$ cat config.mk
export PLATFORM = sky130hd
export DESIGN_NAME = sph_timestep_min_reduction
export DESIGN_NICKNAME = d
export VERILOG_FILES = /design/src/hdl/sphts_pkg.sv /design/src/hdl/sphts_front.sv /design/src/hdl/sphts_fifo.sv /design/src/hdl/sphts_back.sv /design/src/hdl/sph_timestep_min_reduction.sv
export SDC_FILE = /design/constraint.sdc
export NUM_CORES = 2
export LEC_CHECK = 0
export BUFFER_PORTS_ARGS = -buffer_cell sky130_fd_sc_hd__buf_2
export CORE_ASPECT_RATIO = 1.1
export CORE_UTILIZATION = 62
export CTS_CLUSTER_DIAMETER = 80
export DETAILED_ROUTE_END_ITERATION = 10
export GPL_TIMING_DRIVEN = 1
export HOLD_SLACK_MARGIN = 0.15
export PLACE_DENSITY = 0.81
export SLEW_MARGIN = 20
export SYNTH_ARGS = -nofsm -noshare
export SYNTH_HDL_FRONTEND = slang
export SYNTH_SLANG_ARGS = --single-unit
$ cat constraint.sdc
create_clock -name clk -period 68.3 [get_ports clk]
set_clock_uncertainty 0.2 [all_clocks]
set_input_delay 17.075 -clock clk [delete_from_list [all_inputs] [get_ports clk]]
set_output_delay 17.075 -clock clk [all_outputs]
set_load 0.005 [all_outputs]
$ cat src/hdl/sphts_pkg.sv
// Shared types and constants for the SPH time-step minimum reduction.
package sphts_pkg;

  typedef struct packed {
    logic [31:0] smoothing_length;
    logic [31:0] sonic_speed;
    logic [31:0] mag_x;
    logic [31:0] mag_y;
    logic [31:0] mag_z;
    logic        last_particle;
    logic        cs_zero;
  } item_t;

  localparam logic [31:0] STEP_INF = 32'hFFFF_FFFF;

  localparam logic [1:0] LIM_MAX     = 2'd0;
  localparam logic [1:0] LIM_COURANT = 2'd1;
  localparam logic [1:0] LIM_ACCEL   = 2'd2;

  localparam int CFG_INDEX_W = 3;
  localparam logic [CFG_INDEX_W-1:0] CFG_COURANT_FACTOR = 3'd0;
  localparam logic [CFG_INDEX_W-1:0] CFG_MAX_STEP       = 3'd1;
  localparam logic [CFG_INDEX_W-1:0] CFG_ENABLE_COURANT = 3'd2;
  localparam logic [CFG_INDEX_W-1:0] CFG_ENABLE_ACCEL   = 3'd3;
  localparam logic [CFG_INDEX_W-1:0] CFG_ACCEL_THRESH   = 3'd4;

  localparam logic [15:0] RST_COURANT_FACTOR = 16'd4096;
  localparam logic [31:0] RST_MAX_STEP       = 32'd655360;
  localparam logic [31:0] RST_ACCEL_THRESH   = 32'd1;

endpackage

$ cat src/hdl/sphts_front.sv
// Input stage: takes a particle transfer and classifies it into a queue item.
module sphts_front (
  input  logic               clk,
  input  logic               rst,
  input  logic               s_tvalid,
  output logic               s_tready,
  input  logic [159:0]       s_tdata,
  input  logic               s_tlast,
  output logic               q_valid,
  input  logic               q_ready,
  output sphts_pkg::item_t   q_item
);

  logic             held;
  sphts_pkg::item_t item;

  function automatic logic [31:0] magnitude(input logic [31:0] v);
    return v[31] ? (~v + 32'd1) : v;
  endfunction

  assign s_tready = !held || q_ready;
  assign q_valid  = held;
  assign q_item   = item;

  always_ff @(posedge clk) begin
    if (rst) begin
      held <= 1'b0;
    end else if (s_tready) begin
      held <= s_tvalid;
    end
    if (s_tvalid && s_tready) begin
      item.smoothing_length <= s_tdata[31:0];
      item.sonic_speed      <= s_tdata[63:32];
      item.mag_x            <= magnitude(s_tdata[95:64]);
      item.mag_y            <= magnitude(s_tdata[127:96]);
      item.mag_z            <= magnitude(s_tdata[159:128]);
      item.last_particle    <= s_tlast;
      item.cs_zero          <= (s_tdata[63:32] == 32'd0);
    end
  end

endmodule

$ cat src/hdl/sphts_fifo.sv
// Two-entry queue between the input stage and the arithmetic sequencer.
module sphts_fifo (
  input  logic             clk,
  input  logic             rst,
  input  logic             wr_valid,
  output logic             wr_ready,
  input  sphts_pkg::item_t wr_item,
  output logic             rd_valid,
  input  logic             rd_ready,
  output sphts_pkg::item_t rd_item
);

  sphts_pkg::item_t entries [2];
  logic             wr_ptr;
  logic             rd_ptr;
  logic [1:0]       count;
  logic             push;
  logic             pop;

  assign wr_ready = (count != 2'd2);
  assign rd_valid = (count != 2'd0);
  assign rd_item  = entries[rd_ptr];
  assign push     = wr_valid && wr_ready;
  assign pop      = rd_valid && rd_ready;

  always_ff @(posedge clk) begin
    if (rst) begin
      wr_ptr <= 1'b0;
      rd_ptr <= 1'b0;
      count  <= 2'd0;
    end else begin
      if (push) wr_ptr <= !wr_ptr;
      if (pop) rd_ptr <= !rd_ptr;
      count <= count + {1'b0, push} - {1'b0, pop};
    end
    if (push) entries[wr_ptr] <= wr_item;
  end

endmodule

$ cat src/hdl/sphts_back.sv
// Sequencer with shared multiplier, divider and square root, minima and result register.
module sphts_back #(
  parameter int FRACTION_BITS = 16
) (
  input  logic                                  clk,
  input  logic                                  rst,
  input  logic                                  cfg_we,
  input  logic [sphts_pkg::CFG_INDEX_W-1:0]     cfg_index,
  input  logic [31:0]                           cfg_data,
  input  logic                                  q_valid,
  output logic                                  q_ready,
  input  sphts_pkg::item_t                      q_item,
  output logic                                  m_tvalid,
  input  logic                                  m_tready,
  output logic [31:0]                           m_tdata,
  output logic [1:0]                            m_tuser
);

  localparam int NW0 = (48 + FRACTION_BITS > 32 + 2 * FRACTION_BITS) ?
                       48 + FRACTION_BITS : 32 + 2 * FRACTION_BITS;
  localparam int NW  = (NW0 > 64) ? NW0 : 64;
  localparam int DW  = 44;
  localparam int CW  = $clog2(NW);

  localparam logic [3:0] ST_IDLE  = 4'd0;
  localparam logic [3:0] ST_MUL   = 4'd1;
  localparam logic [3:0] ST_CLOAD = 4'd2;
  localparam logic [3:0] ST_CDIV  = 4'd3;
  localparam logic [3:0] ST_CUPD  = 4'd4;
  localparam logic [3:0] ST_ACHK  = 4'd5;
  localparam logic [3:0] ST_ASQ1  = 4'd6;
  localparam logic [3:0] ST_ALOAD = 4'd7;
  localparam logic [3:0] ST_ADIV  = 4'd8;
  localparam logic [3:0] ST_SLOAD = 4'd9;
  localparam logic [3:0] ST_ASQ2  = 4'd10;
  localparam logic [3:0] ST_AUPD  = 4'd11;
  localparam logic [3:0] ST_FIN   = 4'd12;

  logic [3:0]       state;
  logic [CW-1:0]    cnt;
  logic [1:0]       mcnt;
  sphts_pkg::item_t cur;

  logic [15:0] courant_factor;
  logic [31:0] max_step;
  logic        enable_courant;
  logic        enable_acceleration;
  logic [31:0] accel_threshold;

  logic [31:0] min_courant_step;
  logic [31:0] min_accel_step;

  logic [63:0] n2;
  logic [47:0] cprod;
  logic [31:0] mul_a;
  logic [31:0] mul_b;
  logic [63:0] prod;

  logic [NW-1:0] dnum;
  logic [NW-1:0] dquo;
  logic [DW-1:0] drem;
  logic [DW-1:0] ddiv;
  logic [DW:0]   rem_sh;
  logic [DW:0]   rem_sub;
  logic          dge;

  logic [63:0] sx;
  logic [31:0] rt;
  logic [33:0] sr;
  logic [35:0] rem4;
  logic [35:0] trial;
  logic        sge;

  logic [31:0] cstep;
  logic [63:0] ratio;
  logic [31:0] best;
  logic [1:0]  code;
  logic        out_free;

  assign q_ready  = (state == ST_IDLE);
  assign out_free = !m_tvalid || m_tready;

  always_comb begin
    unique case (mcnt)
      2'd0:    begin mul_a = cur.mag_x; mul_b = cur.mag_x; end
      2'd1:    begin mul_a = cur.mag_y; mul_b = cur.mag_y; end
      2'd2:    begin mul_a = cur.mag_z; mul_b = cur.mag_z; end
      default: begin mul_a = {16'd0, courant_factor}; mul_b = cur.smoothing_length; end
    endcase
  end
  assign prod = 64'(mul_a) * 64'(mul_b);

  assign rem_sh  = {drem, dnum[NW-1]};
  assign dge     = (rem_sh >= {1'b0, ddiv});
  assign rem_sub = rem_sh - {1'b0, ddiv};

  assign rem4  = {sr, sx[63:62]};
  assign trial = {2'b00, rt, 2'b01};
  assign sge   = (rem4 >= trial);

  assign cstep = ((dquo >> 32) != '0) ? sphts_pkg::STEP_INF : dquo[31:0];
  assign ratio = ((dquo >> 64) != '0) ? 64'hFFFF_FFFF_FFFF_FFFF : dquo[63:0];

  always_comb begin
    logic [31:0] cs_s;
    logic [31:0] ac_s;
    logic [1:0]  cc;
    logic [1:0]  ac;
    cs_s = min_courant_step;
    cc   = sphts_pkg::LIM_COURANT;
    if (min_courant_step == sphts_pkg::STEP_INF || min_courant_step > max_step) begin
      cs_s = max_step;
      cc   = sphts_pkg::LIM_MAX;
    end
    ac_s = min_accel_step;
    ac   = sphts_pkg::LIM_ACCEL;
    if (min_accel_step == sphts_pkg::STEP_INF || min_accel_step > max_step) begin
      ac_s = max_step;
      ac   = sphts_pkg::LIM_MAX;
    end
    best = max_step;
    code = sphts_pkg::LIM_MAX;
    if (enable_courant) begin
      best = cs_s;
      code = cc;
    end
    if (enable_acceleration && (!enable_courant || ac_s < best)) begin
      best = ac_s;
      code = ac;
    end
  end

  always_ff @(posedge clk) begin
    if (rst) begin
      state               <= ST_IDLE;
      m_tvalid            <= 1'b0;
      min_courant_step    <= sphts_pkg::STEP_INF;
      min_accel_step      <= sphts_pkg::STEP_INF;
      courant_factor      <= sphts_pkg::RST_COURANT_FACTOR;
      max_step            <= sphts_pkg::RST_MAX_STEP;
      enable_courant      <= 1'b1;
      enable_acceleration <= 1'b1;
      accel_threshold     <= sphts_pkg::RST_ACCEL_THRESH;
    end else begin
      if (cfg_we) begin
        unique case (cfg_index)
          sphts_pkg::CFG_COURANT_FACTOR: courant_factor      <= cfg_data[15:0];
          sphts_pkg::CFG_MAX_STEP:       max_step            <= cfg_data;
          sphts_pkg::CFG_ENABLE_COURANT: enable_courant      <= cfg_data[0];
          sphts_pkg::CFG_ENABLE_ACCEL:   enable_acceleration <= cfg_data[0];
          sphts_pkg::CFG_ACCEL_THRESH:   accel_threshold     <= cfg_data;
          default: ;
        endcase
      end
      if (m_tvalid && m_tready && !(state == ST_FIN && cur.last_particle)) m_tvalid <= 1'b0;
      unique case (state)
        ST_IDLE: begin
          if (q_valid) begin
            cur   <= q_item;
            n2    <= 64'd0;
            mcnt  <= 2'd0;
            state <= ST_MUL;
          end
        end
        ST_MUL: begin
          mcnt <= mcnt + 2'd1;
          if (mcnt != 2'd3) begin
            n2 <= n2 + prod;
          end else begin
            cprod <= prod[47:0];
            state <= cur.cs_zero ? ST_ACHK : ST_CLOAD;
          end
        end
        ST_CLOAD: begin
          dnum  <= NW'(cprod) << FRACTION_BITS;
          ddiv  <= {cur.sonic_speed, 12'd0};
          drem  <= '0;
          dquo  <= '0;
          cnt   <= '0;
          state <= ST_CDIV;
        end
        ST_CDIV, ST_ADIV: begin
          dnum <= dnum << 1;
          drem <= dge ? rem_sub[DW-1:0] : rem_sh[DW-1:0];
          dquo <= {dquo[NW-2:0], dge};
          cnt  <= cnt + 1'b1;
          if (cnt == CW'(NW - 1)) state <= (state == ST_CDIV) ? ST_CUPD : ST_SLOAD;
        end
        ST_CUPD: begin
          if (cstep < min_courant_step) min_courant_step <= cstep;
          state <= ST_ACHK;
        end
        ST_ACHK: begin
          sx  <= n2;
          rt  <= '0;
          sr  <= '0;
          cnt <= '0;
          state <= (n2 > {32'd0, accel_threshold}) ? ST_ASQ1 : ST_FIN;
        end
        ST_ASQ1, ST_ASQ2: begin
          sx  <= sx << 2;
          sr  <= sge ? 34'(rem4 - trial) : rem4[33:0];
          rt  <= {rt[30:0], sge};
          cnt <= cnt + 1'b1;
          if (cnt == CW'(31)) state <= (state == ST_ASQ1) ? ST_ALOAD : ST_AUPD;
        end
        ST_ALOAD: begin
          dnum  <= NW'(cur.smoothing_length) << (2 * FRACTION_BITS);
          ddiv  <= DW'(rt);
          drem  <= '0;
          dquo  <= '0;
          cnt   <= '0;
          state <= ST_ADIV;
        end
        ST_SLOAD: begin
          sx    <= ratio;
          rt    <= '0;
          sr    <= '0;
          cnt   <= '0;
          state <= ST_ASQ2;
        end
        ST_AUPD: begin
          if (rt < min_accel_step) min_accel_step <= rt;
          state <= ST_FIN;
        end
        ST_FIN: begin
          if (!cur.last_particle) begin
            state <= ST_IDLE;
          end else if (out_free) begin
            m_tvalid         <= 1'b1;
            m_tdata          <= best;
            m_tuser          <= code;
            min_courant_step <= sphts_pkg::STEP_INF;
            min_accel_step   <= sphts_pkg::STEP_INF;
            state            <= ST_IDLE;
          end
        end
        default: state <= ST_IDLE;
      endcase
    end
  end

  a_minima_cleared: assert property (@(posedge clk) disable iff (rst)
    (state == ST_FIN && cur.last_particle && out_free) |=>
      (min_courant_step == sphts_pkg::STEP_INF && min_accel_step == sphts_pkg::STEP_INF))
    else $error("minima not cleared after a result");

  a_step_bounded: assert property (@(posedge clk) disable iff (rst)
    m_tvalid |-> (m_tdata <= max_step))
    else $error("time step above max_step");

  a_limiter_code: assert property (@(posedge clk) disable iff (rst)
    m_tvalid |-> (m_tuser == sphts_pkg::LIM_MAX || m_tuser == sphts_pkg::LIM_COURANT ||
                  m_tuser == sphts_pkg::LIM_ACCEL))
    else $error("bad limiter code");

  a_max_code_value: assert property (@(posedge clk) disable iff (rst)
    (m_tvalid && m_tuser == sphts_pkg::LIM_MAX) |-> (m_tdata == max_step))
    else $error("max limiter with a step other than max_step");

endmodule

$ cat src/hdl/sph_timestep_min_reduction.sv
// Top level of the SPH time-step minimum reduction.
//
// Particles arrive on the s_ stream, one transfer each: tdata holds smoothing
// length, sound speed and the three acceleration components, tlast marks the
// last particle of a set. Only the last particle produces a transfer on the m_
// stream: tdata is the chosen time step and tuser the limiter code.
// Configuration registers are written through cfg_we, cfg_index and cfg_data;
// the user must do so only while the block is idle, which it does not enforce.
// An input stage and a two-entry queue take particles while the sequencer is
// busy. The sequencer handles one particle at a time with one multiplier, one
// bit-serial divider and one two-bit-per-cycle square root. It sums the squared
// acceleration components, divides for the Courant step unless the sound speed
// is zero and, above the threshold, takes a square root, a division and a square
// root for the acceleration step. The dividend is NW bits wide, 64 by default.
// The result sits in an output register; while the receiver stalls, up to three
// further particles are buffered before s_tready falls.
// Reset restores the register defaults and sets both minima to infinity.
module sph_timestep_min_reduction #(
  parameter int FRACTION_BITS = 16
) (
  input  logic                              clk,
  input  logic                              rst,
  input  logic                              s_tvalid,
  output logic                              s_tready,
  input  logic [159:0]                      s_tdata,  // smoothing_length, sonic_speed, accel_x, accel_y, accel_z
  input  logic                              s_tlast,
  output logic                              m_tvalid,
  input  logic                              m_tready,
  output logic [31:0]                       m_tdata,  // time_step
  output logic [1:0]                        m_tuser,  // limiter
  input  logic                              cfg_we,
  input  logic [sphts_pkg::CFG_INDEX_W-1:0] cfg_index,
  input  logic [31:0]                       cfg_data
);

  logic             f_valid;
  logic             f_ready;
  sphts_pkg::item_t f_item;
  logic             b_valid;
  logic             b_ready;
  sphts_pkg::item_t b_item;

  sphts_front u_front (
    .clk      (clk),
    .rst      (rst),
    .s_tvalid (s_tvalid),
    .s_tready (s_tready),
    .s_tdata  (s_tdata),
    .s_tlast  (s_tlast),
    .q_valid  (f_valid),
    .q_ready  (f_ready),
    .q_item   (f_item)
  );

  sphts_fifo u_fifo (
    .clk      (clk),
    .rst      (rst),
    .wr_valid (f_valid),
    .wr_ready (f_ready),
    .wr_item  (f_item),
    .rd_valid (b_valid),
    .rd_ready (b_ready),
    .rd_item  (b_item)
  );

  sphts_back #(
    .FRACTION_BITS (FRACTION_BITS)
  ) u_back (
    .clk       (clk),
    .rst       (rst),
    .cfg_we    (cfg_we),
    .cfg_index (cfg_index),
    .cfg_data  (cfg_data),
    .q_valid   (b_valid),
    .q_ready   (b_ready),
    .q_item    (b_item),
    .m_tvalid  (m_tvalid),
    .m_tready  (m_tready),
    .m_tdata   (m_tdata),
    .m_tuser   (m_tuser)
  );

endmodule

==> results summary <==
The flow ran to the end, and the final reports show no timing, DRC or antenna violations. The TritonCTS sink count is 1288. The root buffer cell chosen for the clock tree is clkbuf_16. The ratio of cells with drive above 1 in the final layout is between 8 and 9%. In this run, synthesis inferred ~1100 flip-flops with an integrated enable.

The path with the worst hold slack has its endpoint at u_fifo.entries[0][117]. The largest fanout on the critical path is 80. The initial antenna violation count came out at 5.

The final hold violation count came out at 0. The clock tree from TritonCTS is built. The worst hold path begins at u_front.q_item[117]. The sum of met2 wire segment lengths after detailed routing is roughly 130 mm.

After synthesis, the share of flip-flops with an asynchronous set or reset is 0%. The worst setup path is launched from an input pin. The count of boundary I/O pins is 237. Counting the buffers created by CTS gives around 130.

Setup violations remaining at the end of the flow were counted as 0. The post-detailed-placement half-perimeter wirelength came out at about 200 mm. The clock period minus final worst setup slack came out at 19570 ps.

By area the synthesized netlist is led by edfxtp_1, fa_1, ha_1, inv_1, nand2_1. The summed instance area of the synthesized netlist came out at about 95000 µm². The floorplan step defined a die boundary enclosing 154000 µm².

The average routed wire per standard cell came out at ~24 µm. The kind of end point of the critical path is a flop. The path class of the tightest hold or removal check is flop to flop. The number of buffers inserted for hold repair after clock tree synthesis came out at 0.

The post-detailed-routing wire length is ~270 mm. The count of buffers inserted at the top-level ports is 236. When the netlist entered floorplanning its net count stood at roughly 11000.

The total count of max-transition violations in the final report is 0. The area share of the largest cell type after synthesis is 35.9%. The buffer depth of the longest clock path came out at 3. After detailed routing, the wire length on met1 is 96.9 mm. Setup repair after global routing left no endpoint under its margin. The starting density of the core came out at about 62%. The length of routed met3 wiring came out at 27.7 mm.

The critical path arrival is 20050 ps. In this run the critical register-to-register path is launched from u_back.mcnt[0]. During synthesis, Yosys emitted a total of 0 warnings.

Clock-pin slew was measured on the worst setup and hold paths at 60 ps. Headroom to the max-slew limit came out at 18.9%. The post-CTS setup-driven buffer insertion count came out at 0. The endpoint identified for the worst register-to-register timing path is u_back.n2[60].

For this run, design rule violations remaining after detail routing come to 0. The overall via count from detail_route is 69300. The max-cap violation count came out at 0. The number of H-tree branching levels came out at 4. The worst-case reg-to-reg path depth came out at 39. The placeable core region came out at ~150000 µm².

The final net count is between 10000 and 15000. For the worst setup path, the data required time is between 60000 and 70000 ps. In this run the horizontal extent of the chip is between 300 and 400 µm. Across all register-to-register paths, the minimum setup slack is around 54000 ps. In this run, synthesis produced a sequential element count of 1288. The share of the clock period used by the worst path after layout came out at 28.6%. The topmost layer with routed signal wires is met5.

The area growth from synthesis to layout is 8.20%. Of the synthesized area, sequential elements account for roughly two fifths. For the pin with the worst max-slew slack, the measured transition is 1210 ps.

The number of search-and-repair iterations in the first detailed-routing pass is 7. After the first detailed-routing iteration, the DRC count stood at 6420. The combined global-route utilization of all metal layers came out at roughly a third. The number of gates resized after CTS came out at 0. The total negative slack for setup checks is 0 ps. The first global-routing pass estimated 408 mm of wire. The synthesized area per cell is 10.4 µm². Along the worst hold path, the cell count comes to 0. The gate count of the mapped netlist came out at ~9000.

The distinct cell type count after synthesis is 84. The vertical extent of the die is around 410 µm. In the routed layout, each cell is associated on average with a via count of between 6 and 7. The cell type with the highest aggregate area in the netlist is edfxtp_1. The source-to-sink clock delay at the later pin of the worst-skew pair is roughly 820 ps. The maximum frequency from static timing analysis came out at a little over 50 MHz. The sum of overflow across all layers after global routing is 0. The most used flip-flop cell after synthesis is edfxtp_1. The pin count of the biggest net entering global routing is between 150 and 200.

The via count of the first global-routing pass is between 70000 and 80000. The global placement routability congestion is ~1.0. The critical path is of the input pin to flop type.

The post-detailed-route count of antenna-violating nets came out at 0. The floorplan has 150 rows.
-- how the worst max path moves through the flow --
stage | startpoint | end | slack (ps) | cells past startpoint
after global placement | rst | u_back.cur[142] | 48110 | 5
after global routing | rst | u_back.min_courant_step[25] | 48590 | 8
after CTS | rst | u_back.cur[147] | 48800 | 5
after detailed placement | rst | u_back.min_courant_step[22] | 48010 | 8
after floorplan | rst | u_back.cur[0] | 34190 | 3
final | rst | u_back.min_courant_step[25] | 48730 | 8
-- metal layers --
layer  vias to the layer above  GRT usage (%)
li1                      30600              -
met1                     34100           42.8
met2                      3749           57.0
met3                       887           8.83
met4                         4           18.1
met5                         -              0
-- stage by stage --
| step | std cells | setup WS (ps) | cell area (µm²) | hold WS (ps) | util, % |
|---|---|---|---|---|---|
| after floorplan | 9112 | 34190 | 94700 | 221 | - |
| after global placement | 11100 | 48110 | 98000 | 223 | 64.6 |
| after detailed placement | 11100 | 48010 | 98000 | 229 | 64.6 |
| after CTS | 11300 | 48800 | 102000 | 219 | 67.4 |
| after global routing | 11300 | 48590 | 102000 | 223 | 67.5 |
| final | 11300 | 48730 | 102000 | 219 | 67.5 |
-- sequential cells by signal (all words and copies together) (netlist names), 2 cells and up --
| name | flops |
|---|---|
| u_back.min_accel_step | 32 |
| u_back.mcnt | 2 |
| u_fifo.entries | 324 |
| u_back.dnum | 48 |
| u_back.max_step | 32 |
| u_back.state | 4 |
| u_back.ddiv | 44 |
| u_back.cprod | 48 |
| u_back.sx | 64 |
| u_back.dquo | 64 |
| u_back.min_courant_step | 32 |
| u_back.cnt | 6 |
| u_back.courant_factor | 16 |
| u_fifo.count | 2 |
| u_back.m_tdata | 32 |
| u_back.accel_threshold | 32 |
| u_back.m_tuser | 2 |
| u_back.rt | 32 |
| u_front.q_item | 162 |
| u_back.n2 | 64 |
| u_back.sr | 34 |
| u_back.drem | 44 |
| u_back.cur | 162 |
-- placed cells by master, fill, tap and decap left out, drive strengths merged, types with 164 or more instances in the layout --
cell and count:
nor2 944, clkbuf 171, inv 1329, nand2 1183, buf 359, a21o 186, edfxtp 1132, xnor2 217
ha 606, fa 898, a21oi 411, mux2 164, o21ai 258
-- logic make-up after synthesis --
group                    synth area share, %
adder cells (fa/ha/maj)                 27.0
buffers and inverters                   6.81
XOR/XNOR                                2.64
flip-flops                              39.2
AND/OR/NAND/NOR                         12.2
multiplexers                            2.91
AO/OA/AOI/OAI                           9.24
-- layout make-up --
cell class / count / area, µm²
multi-input combinational: 6116 / 51400
tap: 1976 / 2470
clock inverter: 66 / 807
sequential: 1288 / 37100
inverter: 1321 / 4960
fill: 11100 / 49400
clock buffer: 171 / 3550
timing repair buffer: 359 / 2120
antenna: 2 / 5.00
-- worst max-delay path, stage by stage --
cell and delay, ps:
buf_4 290, buf_4 730, clkinv_1 630, nand2_1 170, buf_4 370, a2111oi_2 100, buf_4 280, a221oi_1 370
-- cell usage after synthesis, drive strengths merged (10+ instances only) --
cell type / number
nand2b: 48
dfxtp: 156
a31oi: 39
o21a: 43
a221oi: 40
mux2i: 91
nand3: 67
o31a: 10
buf: 50
o41ai: 15
edfxtp: 1132
and2: 89
mux2: 164
nor4: 46
clkbuf: 337
a21o: 186
nor3: 43
xnor2: 217
nor2: 944
ha: 606
o21ai: 258
or3: 32
inv: 1319
or2: 32
nand2: 1183
or4: 19
o22ai: 43
and3: 37
a211oi: 33
nor2b: 40
nand4: 104
a221o: 12
xor2: 68
fa: 898
a22oi: 112
a21oi: 411
o211ai: 19
o21bai: 32
o31ai: 39
Power is not shown: default switching activity piles up to over one toggle a cycle in this logic, so the estimate is an artifact.
